`src/aoqt_pkg.sv`:
```
// shared types and constants for the box overlap query table
// no dependencies; imported by the entry stage, the cell and the top level
`timescale 1ns / 1ps
`default_nettype none

package aoqt_pkg;

  localparam int SLOT_W = 6;
  localparam int REQ_W  = 2;

  // request codes as carried on req_type
  typedef enum logic [REQ_W-1:0] {
    OP_LOAD  = 2'd0,
    OP_SEG   = 2'd1,
    OP_POINT = 2'd2,
    OP_NONE  = 2'd3
  } op_t;

  // control that travels with a request down the row of cells
  typedef struct packed {
    logic              valid;
    op_t               op;
    logic [SLOT_W-1:0] slot;
    logic              is_box;
    logic              skip_en;
    logic [SLOT_W-1:0] skip_slot;
    logic              hit;
  } ctrl_t;

endpackage

`default_nettype wire

```
`src/aoqt_cell.sv`:
```
// one table slot: holds its corners and flags, tests passing queries
// depends on aoqt_pkg
`timescale 1ns / 1ps
`default_nettype none

module aoqt_cell #(
  parameter int COORD_BITS = 16,
  parameter int IDX        = 0
) (
  input  wire logic                          clk,
  input  wire logic                          rst,
  input  wire logic                          adv,
  input  wire aoqt_pkg::ctrl_t               ctrl_in,
  input  wire logic [3*(COORD_BITS+2)-1:0]   lo_in,
  input  wire logic [3*(COORD_BITS+2)-1:0]   hi_in,
  output aoqt_pkg::ctrl_t                    ctrl_out,
  output logic      [3*(COORD_BITS+2)-1:0]   lo_out,
  output logic      [3*(COORD_BITS+2)-1:0]   hi_out
);
  import aoqt_pkg::*;

  localparam int VW = COORD_BITS + 2;

  logic [3*VW-1:0] box_low;
  logic [3*VW-1:0] box_high;
  logic            used;
  logic            box_flag;
  logic            is_query;
  logic            skipped;
  logic            axes_ok;
  logic            hit_here;
  logic            load_here;
  ctrl_t           ctrl_next;

  assign is_query  = (ctrl_in.op == OP_SEG) || (ctrl_in.op == OP_POINT);
  assign skipped   = ctrl_in.skip_en && (int'(ctrl_in.skip_slot) == IDX);
  assign load_here = adv && ctrl_in.valid && (ctrl_in.op == OP_LOAD) &&
                     (int'(ctrl_in.slot) == IDX);

  always_comb begin
    axes_ok = 1'b1;
    for (int a = 0; a < 3; a++) begin
      if (!(($signed(box_low[a*VW +: VW]) <= $signed(hi_in[a*VW +: VW])) &&
            ($signed(box_high[a*VW +: VW]) >= $signed(lo_in[a*VW +: VW])))) begin
        axes_ok = 1'b0;
      end
    end
  end

  assign hit_here = ctrl_in.valid && is_query && used && box_flag && !skipped && axes_ok;

  always_comb begin
    ctrl_next     = ctrl_in;
    ctrl_next.hit = ctrl_in.hit | hit_here;
  end

  always_ff @(posedge clk) begin
    if (rst) begin
      used     <= 1'b0;
      box_flag <= 1'b0;
      ctrl_out <= '0;
    end else begin
      if (load_here) begin
        used     <= 1'b1;
        box_flag <= ctrl_in.is_box;
      end
      if (adv) begin
        ctrl_out <= ctrl_next;
      end
    end
  end

  always_ff @(posedge clk) begin
    if (load_here) begin
      box_low  <= lo_in;
      box_high <= hi_in;
    end
    if (adv) begin
      lo_out <= lo_in;
      hi_out <= hi_in;
    end
  end

endmodule

`default_nettype wire

```
`config.mk`:
```
export PLATFORM = sky130hd
export DESIGN_NAME = aoqt_cell
export DESIGN_NICKNAME = d
export VERILOG_FILES = /design/src/aoqt_pkg.sv /design/src/aoqt_cell.sv
export SDC_FILE = /design/constraint.sdc
export NUM_CORES = 1
export LEC_CHECK = 0
export ABC_CLOCK_PERIOD_IN_PS = 5100
export BUFFER_PORTS_ARGS = -buffer_cell sky130_fd_sc_hd__buf_2
export CAP_MARGIN = 40
export CORE_MARGIN = 5
export CORE_UTILIZATION = 23
export CTS_CLUSTER_DIAMETER = 200
export CTS_CLUSTER_SIZE = 40
export DETAILED_ROUTE_END_ITERATION = 12
export GPL_TIMING_DRIVEN = 0
export PLACE_DENSITY = 0.46
export SYNTH_ARGS = -nofsm -noshare
export SYNTH_HDL_FRONTEND = slang
export SYNTH_SLANG_ARGS = --single-unit
```
`constraint.sdc`:
```
create_clock -name clk -period 5.1 [get_ports clk]
set_input_delay 1.02 -clock clk [delete_from_list [all_inputs] [get_ports clk]]
set_output_delay 1.02 -clock clk [all_outputs]
set_load 0.1 [all_outputs]
```
==> results.md <==
- Final setup violation count: 0
- H-Tree Depth: 1
- Worst skew pair latency: 0.50 ns
- Hold Path End: used
- CTS Buf Count: 9
- Required time of the critical path: 5.27 ns
- Total track usage: 0.0958
- Sequential area share after synthesis: 0.687
- Largest area contributor in the netlist: edfxtp_1
- R2R cell count: 8
- Final critical-path share of the clock period: 0.616
- Drt initial violations: 269
- Hold Crit Start: used
- Switching share of power: 0.332
- Leakage: 5.34 nW
- Vias in the first global route: 6254
- Core area: 43100 µm²
- PnR worst setup slack: 1.96 ns
- WL final: 24100 µm
- Clk_skew: 0.0126 ns
- CTS tree: built
- First drt pass iteration count: 4
- Fin. max-slew vios: 0
- Internal power: 2.72 mW
- Worst slew pin tran: 0.671 ns
- Finished Layout Cells: 1534
- Ys flop type: edfxtp_1
- Status: finished clean
- Worst relative slew slack: 0.553
- Syn avg cell area: 14.7 µm²
- Total congestion overflow: 0
- Final core utilization: 0.287
- Fmax: 0.318 GHz
- Hold-fix buffers, CTS: 0
- Share of power burned in registers: 0.543
- Clock share of power: 0.241
- Port buffer count: 254
- EDFF count, synth: 216
- Final Instance Area: 12400 µm²
- Postcts setup bufs: 0
- Gate power share: 0.216
- Initial antenna violation count: 2
- Area delta synth->final: 23.3%
- Tot Pwr: 4.07 mW
- Ports: 255
- First-pass GRT wire length: 35800 µm
- Hold Path Class: reg -> reg
- Root Driver: clkbuf_16
- Min Hold Slack: 0.456 ns
- Sink Count: 236
- Final GP Congestion: 0.711
- Die W: 219 µm
- Synth top area share: 0.647
- Critical path startpoint: adv
- Setup CP Type: in -> reg
- Worst vdd ir: 271 µV
- P per Cell Area: 330 nW/µm²
- Sw Pwr: 1.35 mW
- # fillers: 4429
- Setup TNS: 0 ns
- DRC viols: 0
- Worst reg2reg endpoint: ctrl_out[0]
- Hold depth: 2
- Clk slew on worst S/H paths: 0.15 ns
- Largest fanout on the critical path: 60
- RSZ-0062 raised after global routing: false
- Minimum clock period after layout: 3.14 ns
- Critical path arrival: 3.32 ns
- Synth top area cells: edfxtp_1 65%, ha_1 14%, inv_1 4.4%
- Initial Util: 0.233
- Total of max-cap violations: 0
- Synth Cell Area: 10000 µm²
- Synth cell types: 51
- Cell area after placement: 12100 µm²
- Yosys reg bits: 236
- Clock buffer depth: 3
- Vias: 6015
- Final hold violation count: 0
- Wirelength per Cell: 15.7 µm
- Post-DP HPWL: 18700 µm
- Critical Path Source Type: input pin
- Share of flip-flops with an asynchronous set or reset: 0
- # nets final: 1186
- Vias/cell: 3.92
- Gate Count Post-Synth: 681
- Ratio of cells with drive above 1 in the final layout: 0.288
- Yosys warning count: 0
- Antenna Cells: 0
- Endpoint class of the critical path: register
- Die area: 47800 µm²
- Place WS: 1.32 ns
- Post_cts resized: 0
- Largest net degree at the start of global routing: 63
- Mapped Nets: 919
- Final ANT Viol Nets: 0
- R2r setup slk: 2.62 ns
- Die Height: 219 µm
- Worst R2R Start: box_high[17]
- Placed Cells: 1522
- Row Count: 76
-- per-layer routing --
metal,track usage,wire (µm),up-vias
met3,0.0233,1530,15
met1,0.131,11200,2854
met2,0.157,11000,145
met4,0.0161,370,4
met5,0,25,-
li1,-,-,2997
-- registers in the layout, summed over array words and instances (netlist names) --
register	flops
box_high	54
box_low	54
hi_out	54
lo_out	54
ctrl_out	18
box_flag	1
used	1
-- worst max-delay path, stage by stage --
cell	delay, ns
buf_6	0.37
clkbuf_1	0.58
nand4_1	0.38
inv_6	0.47
buf_16	0.34
-- worst max path at each step --
stage / endpoint / cells after the start
after floorplan: box_high[0] / 3
after global placement: box_low[53] / 4
after detailed placement: box_low[52] / 5
after CTS: box_low[52] / 5
after global routing: box_low[43] / 5
final: box_high[43] / 5
-- power by group through the flow --
stage	combinational [mW]	clock (mW)	sequential, mW
4_1_cts	0.893	1.04	2.21
2_1_floorplan	0.104	0	2.82
3_5_place_dp	0.891	0	2.26
5_1_grt	0.926	1.10	2.22
6_report	0.880	0.981	2.21
3_3_place_gp	0.887	0	2.26
-- cell usage in the layout, fill, tap and decap left out, types with 2 or more instances in the layout --
cell type	instances
buf_2	254
edfxtp_1	216
inv_1	116
ha_1	109
a21oi_1	38
nand2_1	29
nor2_1	28
dfxtp_1	20
mux2i_1	18
nand4_1	14
nand3_1	11
a21o_1	9
clkbuf_16	9
o21ai_0	7
o21ai_1	6
clkbuf_1	5
nand2b_1	4
and4_1	4
a211oi_1	4
o21bai_1	3
nor2b_1	3
nor4b_1	2
nor3_1	2
a211o_1	2
o2111ai_1	2
nor4_1	2
a221o_1	2
buf_16	2
-- kinds of logic (layout without fill, tap and decap cells) --
kind of cell / after synthesis / in the layout / synth area share
buf+inv: 122 / 390 / 0.0458
simple gates: 109 / 109 / 0.0573
compound gates: 85 / 85 / 0.0534
fa+ha+maj: 109 / 109 / 0.136
flops: 236 / 236 / 0.687
mux: 20 / 20 / 0.0202
-- cells in the mapped netlist (3+ instances only) --
cell type / n
mux2i_1: 18
nand4_1: 14
o21bai_1: 3
o21ai_1: 6
nand3_1: 11
a21o_1: 9
ha_1: 109
edfxtp_1: 216
nor2b_1: 3
clkbuf_1: 3
inv_1: 117
and4_1: 4
nand2b_1: 4
a21oi_1: 38
nor2_1: 28
o21ai_0: 7
nand2_1: 29
a211oi_1: 4
dfxtp_1: 20
-- final cells by class --
class,count,area [µm²],area share
inverter,118,448,0.0363
clock inverter,1,30.0,0.00243
buffer,4,16.3,0.00132
tap,585,732,0.0592
multi-input combinational,323,2680,0.217
clock buffer,11,233,0.0188
sequential,236,6890,0.557
timing repair buffer,256,1330,0.108
Power figures use the tool's default switching activity.
