File: config.mk
export PLATFORM = sky130hd
export DESIGN_NAME = aoqt_front
export DESIGN_NICKNAME = d
export VERILOG_FILES = /design/src/aoqt_pkg.sv /design/src/aoqt_front.sv
export SDC_FILE = /design/constraint.sdc
export NUM_CORES = 1
export LEC_CHECK = 0
export ABC_AREA = 1
export BUFFER_PORTS_ARGS = -buffer_cell sky130_fd_sc_hd__buf_2
export CAP_MARGIN = 20
export CORE_MARGIN = 2
export CORE_UTILIZATION = 24
export CTS_CLUSTER_SIZE = 28
export DETAILED_ROUTE_END_ITERATION = 8
export GPL_ROUTABILITY_DRIVEN = 0
export GPL_TIMING_DRIVEN = 0
export RECOVER_POWER = 25
export SLEW_MARGIN = 20
export SYNTH_ARGS = -nofsm -noshare
export SYNTH_HDL_FRONTEND = slang
export SYNTH_SLANG_ARGS = --single-unit
File: constraint.sdc
create_clock -name clk -period 3 [get_ports clk]
set_input_delay 0.9 -clock clk [delete_from_list [all_inputs] [get_ports clk]]
set_output_delay 0.9 -clock clk [all_outputs]
set_load 0.02 [all_outputs]
File: src/aoqt_pkg.sv
// shared types and constants for the box overlap query table
// no dependencies; imported by the entry stage, the cell and the top level
`timescale 1ns / 1ps
`default_nettype none

package aoqt_pkg;

  localparam int SLOT_W = 6;
  localparam int REQ_W  = 2;

  // request codes as carried on req_type
  typedef enum logic [REQ_W-1:0] {
    OP_LOAD  = 2'd0,
    OP_SEG   = 2'd1,
    OP_POINT = 2'd2,
    OP_NONE  = 2'd3
  } op_t;

  // control that travels with a request down the row of cells
  typedef struct packed {
    logic              valid;
    op_t               op;
    logic [SLOT_W-1:0] slot;
    logic              is_box;
    logic              skip_en;
    logic [SLOT_W-1:0] skip_slot;
    logic              hit;
  } ctrl_t;

endpackage

`default_nettype wire

File: src/aoqt_front.sv
// entry stage: decodes a request and forms the doubled bounds for the cells
// depends on aoqt_pkg
`timescale 1ns / 1ps
`default_nettype none

module aoqt_front #(
  parameter int COORD_BITS = 16
) (
  input  wire logic                          clk,
  input  wire logic                          rst,
  input  wire logic                          adv,
  input  wire logic                          in_valid,
  input  wire logic [1:0]                    req_type,
  input  wire logic [5:0]                    slot,
  input  wire logic [47:0]                   box_center,
  input  wire logic [47:0]                   box_size,
  input  wire logic                          is_box,
  input  wire logic [47:0]                   end_a,
  input  wire logic [47:0]                   end_b,
  input  wire logic                          skip_enable,
  input  wire logic [5:0]                    skip_slot,
  output aoqt_pkg::ctrl_t                    ctrl_out,
  output logic      [3*(COORD_BITS+2)-1:0]   lo_out,
  output logic      [3*(COORD_BITS+2)-1:0]   hi_out
);
  import aoqt_pkg::*;

  localparam int VW = COORD_BITS + 2;

  op_t                 op;
  ctrl_t               ctrl_next;
  logic [3*VW-1:0]     lo_next;
  logic [3*VW-1:0]     hi_next;
  logic signed [VW-1:0] c2 [3];
  logic signed [VW-1:0] sz [3];
  logic signed [VW-1:0] pa [3];
  logic signed [VW-1:0] pb [3];

  assign op = op_t'(req_type);

  always_comb begin
    for (int a = 0; a < 3; a++) begin
      c2[a] = VW'($signed(box_center[a*COORD_BITS +: COORD_BITS])) <<< 1;
      pa[a] = VW'($signed(end_a[a*COORD_BITS +: COORD_BITS])) <<< 1;
      pb[a] = VW'($signed(end_b[a*COORD_BITS +: COORD_BITS])) <<< 1;
    end
    // x takes size word 1, y size word 0, z size word 2
    sz[0] = $signed(VW'(box_size[1*COORD_BITS +: COORD_BITS]));
    sz[1] = $signed(VW'(box_size[0*COORD_BITS +: COORD_BITS]));
    sz[2] = $signed(VW'(box_size[2*COORD_BITS +: COORD_BITS]));
  end

  always_comb begin
    ctrl_next.valid     = in_valid;
    ctrl_next.op        = op;
    ctrl_next.slot      = slot;
    ctrl_next.is_box    = is_box;
    ctrl_next.skip_en   = 1'b0;
    ctrl_next.skip_slot = skip_slot;
    ctrl_next.hit       = 1'b0;
    lo_next = '0;
    hi_next = '0;
    unique case (op)
      OP_LOAD: begin
        for (int a = 0; a < 3; a++) begin
          lo_next[a*VW +: VW] = c2[a] - sz[a];
          hi_next[a*VW +: VW] = c2[a] + sz[a];
        end
      end
      OP_SEG: begin
        ctrl_next.skip_en = skip_enable;
        for (int a = 0; a < 3; a++) begin
          lo_next[a*VW +: VW] = (pa[a] < pb[a]) ? pa[a] : pb[a];
          hi_next[a*VW +: VW] = (pa[a] < pb[a]) ? pb[a] : pa[a];
        end
      end
      OP_POINT: begin
        // a point is a degenerate box: same overlap test in every cell
        for (int a = 0; a < 3; a++) begin
          lo_next[a*VW +: VW] = pa[a];
          hi_next[a*VW +: VW] = pa[a];
        end
      end
      default: begin
      end
    endcase
  end

  always_ff @(posedge clk) begin
    if (rst) begin
      ctrl_out <= '0;
    end else if (adv) begin
      ctrl_out <= ctrl_next;
    end
  end

  always_ff @(posedge clk) begin
    if (adv) begin
      lo_out <= lo_next;
      hi_out <= hi_next;
    end
  end

endmodule

`default_nettype wire

==> impl_metrics.json <==
{
  "insertion_delay_ps": 460,
  "hold_path.class": "flip-flop to flip-flop",
  "synth-edff-count": 105,
  "drt_iter0_drc": 1390,
  "crit_chain": "buf_2 > nor2_1 > clkbuf_2 > buf_1 > nand3_1 > nand2_1",
  "worstSetupPathType": "input pin to flip-flop",
  "highest_layer": "met5",
  "nets": 2788,
  "cp-start-kind": "input pin",
  "clkSinkCount": 122,
  "routed_wl_um": 57200,
  "die-area_sq_mm": 0.0574,
  "crit_path_end_kind": "flip-flop",
  "slew_violations": 0,
  "status": "completed",
  "core_area_sq_mm": 0.0550,
  "cts_inserted_buffers": 17,
  "slowest_stage": "buf_1",
  "hold_viol": 0,
  "fill_cells": 6171,
  "htree_num_levels": 4,
  "max_freq_mhz": 345,
  "via_count": 15108,
  "relSlewSlack_pct": 26.5,
  "post_drt_wl_per_cell_um": 17.9,
  "p_int_w": 0.00406,
  "grt_pass1_vias": 13779,
  "cts_tree": "yes",
  "sw_frac_of_total_pct": 40.9,
  "critPathMaxFanout": 10,
  "setup_viol_count_final": 0,
  "worstMarginPinSlew_ps": 1100,
  "p_clk_share_pct": 28.4,
  "ys_dominant_reg_cell": "edfxtp_1",
  "wl_met3_um": 5240,
  "globalRouteOverflowTotal": 0,
  "drt-met1-wl_um": 24800,
  "ys_types": 47,
  "ys_ff_latch": 122,
  "syn-num-nets": 2430,
  "synthCells": 2077,
  "area_growth_pct": 24.2,
  "p_sw_w": 0.00281,
  "crit_path_max_incr_delay_ps": 700,
  "cts_setup_buffers": 0,
  "syn_area_per_cell_sq_um": 6.42,
  "dp_hpwl_um": 46200,
  "clock-root-buffer": "clkbuf_16",
  "numPortBuffers": 336,
  "synth.yosys.seq_area_share_pct": 26.2,
  "p_comb_share_pct": 40.4,
  "synthesis.area_sq_mm": 0.0133,
  "post-route-period-util_pct": 96.5,
  "cts_hold_buf": 0,
  "p_per_area_mw_per_mm2": 415,
  "finClkSkew_ps": 0,
  "die_y_um": 240,
  "min_period_ps": 2890,
  "ys_async_sr_fraction_pct": 0,
  "drive_gt1_share_pct": 17.7,
  "ys_warn_count": 0,
  "boundaryPins": 338,
  "peakVddDrop_v": 0.000446,
  "worstPathRequired_ps": 3320,
  "clk_pin_slew_ps": 60,
  "route.met2.wl_um": 25700,
  "seqPwrFrac_pct": 31.2,
  "drtPass1Iterations": 6,
  "antenna_found_initial": 6,
  "rsz0062_at_grt": "no",
  "initial_core_util_pct": 24.2,
  "grt_pass1_wl_um": 83100,
  "route.detailed.drc": 0,
  "rows": 86,
  "fin_area_sq_mm": 0.0166,
  "placed_cell_area_sq_mm": 0.0160,
  "die_width_um": 240,
  "final_antenna_net_count": 0,
  "cts_buffer_depth": 2,
  "gr-usage-all-layers_pct": 19.7,
  "viasPerCell": 4.72,
  "grt_max_degree": 65,
  "hold_slack_ps": 492,
  "p_leak_nw": 8.74,
  "cp.arrival_ps": 3210,
  "drv_cap": 0
}
cell usage in the layout (no fill, tap or decap), types with 6 or more instances in the layout:
cell	count
ha_1	135
o21bai_1	9
dfxtp_1	17
clkbuf_2	6
nor3_1	16
a21oi_1	166
nand2_2	11
nand2_1	559
o211ai_1	8
buf_4	9
clkbuf_1	34
buf_2	346
o21ai_0	157
clkbuf_16	17
nand4_1	27
nor2_1	142
fa_1	6
buf_6	7
nand3_1	243
inv_1	347
edfxtp_1	105
cell families (layout without fill, tap and decap cells):
| group | after synthesis | after routing | synth area share (%) |
|---|---|---|---|
| buffers and inverters | 420 | 791 | 12.6 |
| AO/OA/AOI/OAI | 375 | 375 | 15.0 |
| adder cells (fa/ha/maj) | 141 | 141 | 13.6 |
| flip-flops | 122 | 122 | 26.2 |
| other | 1 | 3 | 0.0281 |
| AND/OR/NAND/NOR | 1015 | 1015 | 32.4 |
| XOR/XNOR | 3 | 3 | 0.197 |
through the flow:
step	cells	setup TNS (ps)	total power [W]	util (%)	worst slack [ps]
after global routing	3196	0	0.00733	30.1	11.0
final	3198	0	0.00686	30.1	106
after CTS	3196	0	0.00693	30.1	176
after floorplan	2077	0	0.00388	-	406
after global placement	3161	-121930	0.00490	29.0	-1220
after detailed placement	3164	-19410	0.00492	29.1	-705
power groups by stage:
| stage | combinational (W) | sequential [W] | clock [W] |
|---|---|---|---|
| after floorplan | 0.00146 | 0.00242 | 0 |
| final | 0.00277 | 0.00214 | 0.00195 |
| after global routing | 0.00308 | 0.00216 | 0.00209 |
| after CTS | 0.00275 | 0.00214 | 0.00203 |
| after global placement | 0.00272 | 0.00218 | 0 |
| after detailed placement | 0.00274 | 0.00218 | 0 |
sequential cells by signal, summed over array words and instances, names as in the netlist:
register / flops
hi_out: 54
ctrl_out: 17
lo_out: 51
metal layers:
layer / vias to the layer above / track usage [%]
met5: - / 0
met4: 10 / 6.57
met3: 79 / 4.68
met2: 715 / 31.8
met1: 6778 / 25.7
li1: 7526 / -
synth_stat cells (4+ instances only):
master	n	area (sq um)
a21o_1	5	37.5
a21oi_1	166	831
a31oi_1	4	25.0
buf_1	5	18.8
buf_2	11	55.1
buf_4	9	67.6
buf_6	7	78.8
clkbuf_1	34	128
dfxtp_1	17	340
edfxtp_1	105	3150
fa_1	6	120
ha_1	135	1690
inv_1	347	1300
nand2_1	559	2100
nand2_2	11	68.8
nand2_4	5	56.3
nand3_1	243	1220
nand4_1	27	169
nor2_1	142	533
nor3_1	16	80.1
o211ai_1	8	60.1
o21a_1	4	30.0
o21ai_0	158	791
o21ai_1	4	20.0
o21bai_1	9	67.6
final timing paths:
| path | startpoint | to | slack, ps | cells after the start |
|---|---|---|---|---|
| max | req_type[1] | lo_out[41]$_DFFE_PP_ | 110 | 6 |
| min | ctrl_out[5]$_SDFFE_PP0P_ | ctrl_out[5]$_SDFFE_PP0P_ | 490 | 2 |
| max reg2reg | ctrl_out[8]$_SDFFE_PP0P_ | ctrl_out[8]$_SDFFE_PP0P_ | 2350 | 2 |
| min reg2reg | ctrl_out[5]$_SDFFE_PP0P_ | ctrl_out[5]$_SDFFE_PP0P_ | 490 | 2 |
what timing repair did:
item                       CTS  global route
hold endpoints to repair     0             0
resized for setup            1             1
setup endpoints to repair    8             1
pin swaps                    0             0
worst max-delay path, delay by kind of cell:
| family | cells | cell delay (ps) |
|---|---|---|
| buffers and inverters | 3 | 1410 |
| AND/OR/NAND/NOR | 3 | 880 |
final cells by class:
type,instances,area [sq um],area share (%)
repair buffers,339,1750,10.6
clock inverters,8,46.3,0.280
plain buffers,67,359,2.17
diodes,2,5.00,0.0302
inverters,353,1330,8.00
well taps,748,936,5.65
flip-flops and latches,122,3490,21.1
clock buffers,24,482,2.91
multi-input cells,1535,8160,49.3
(Power assumes the default switching activity.)
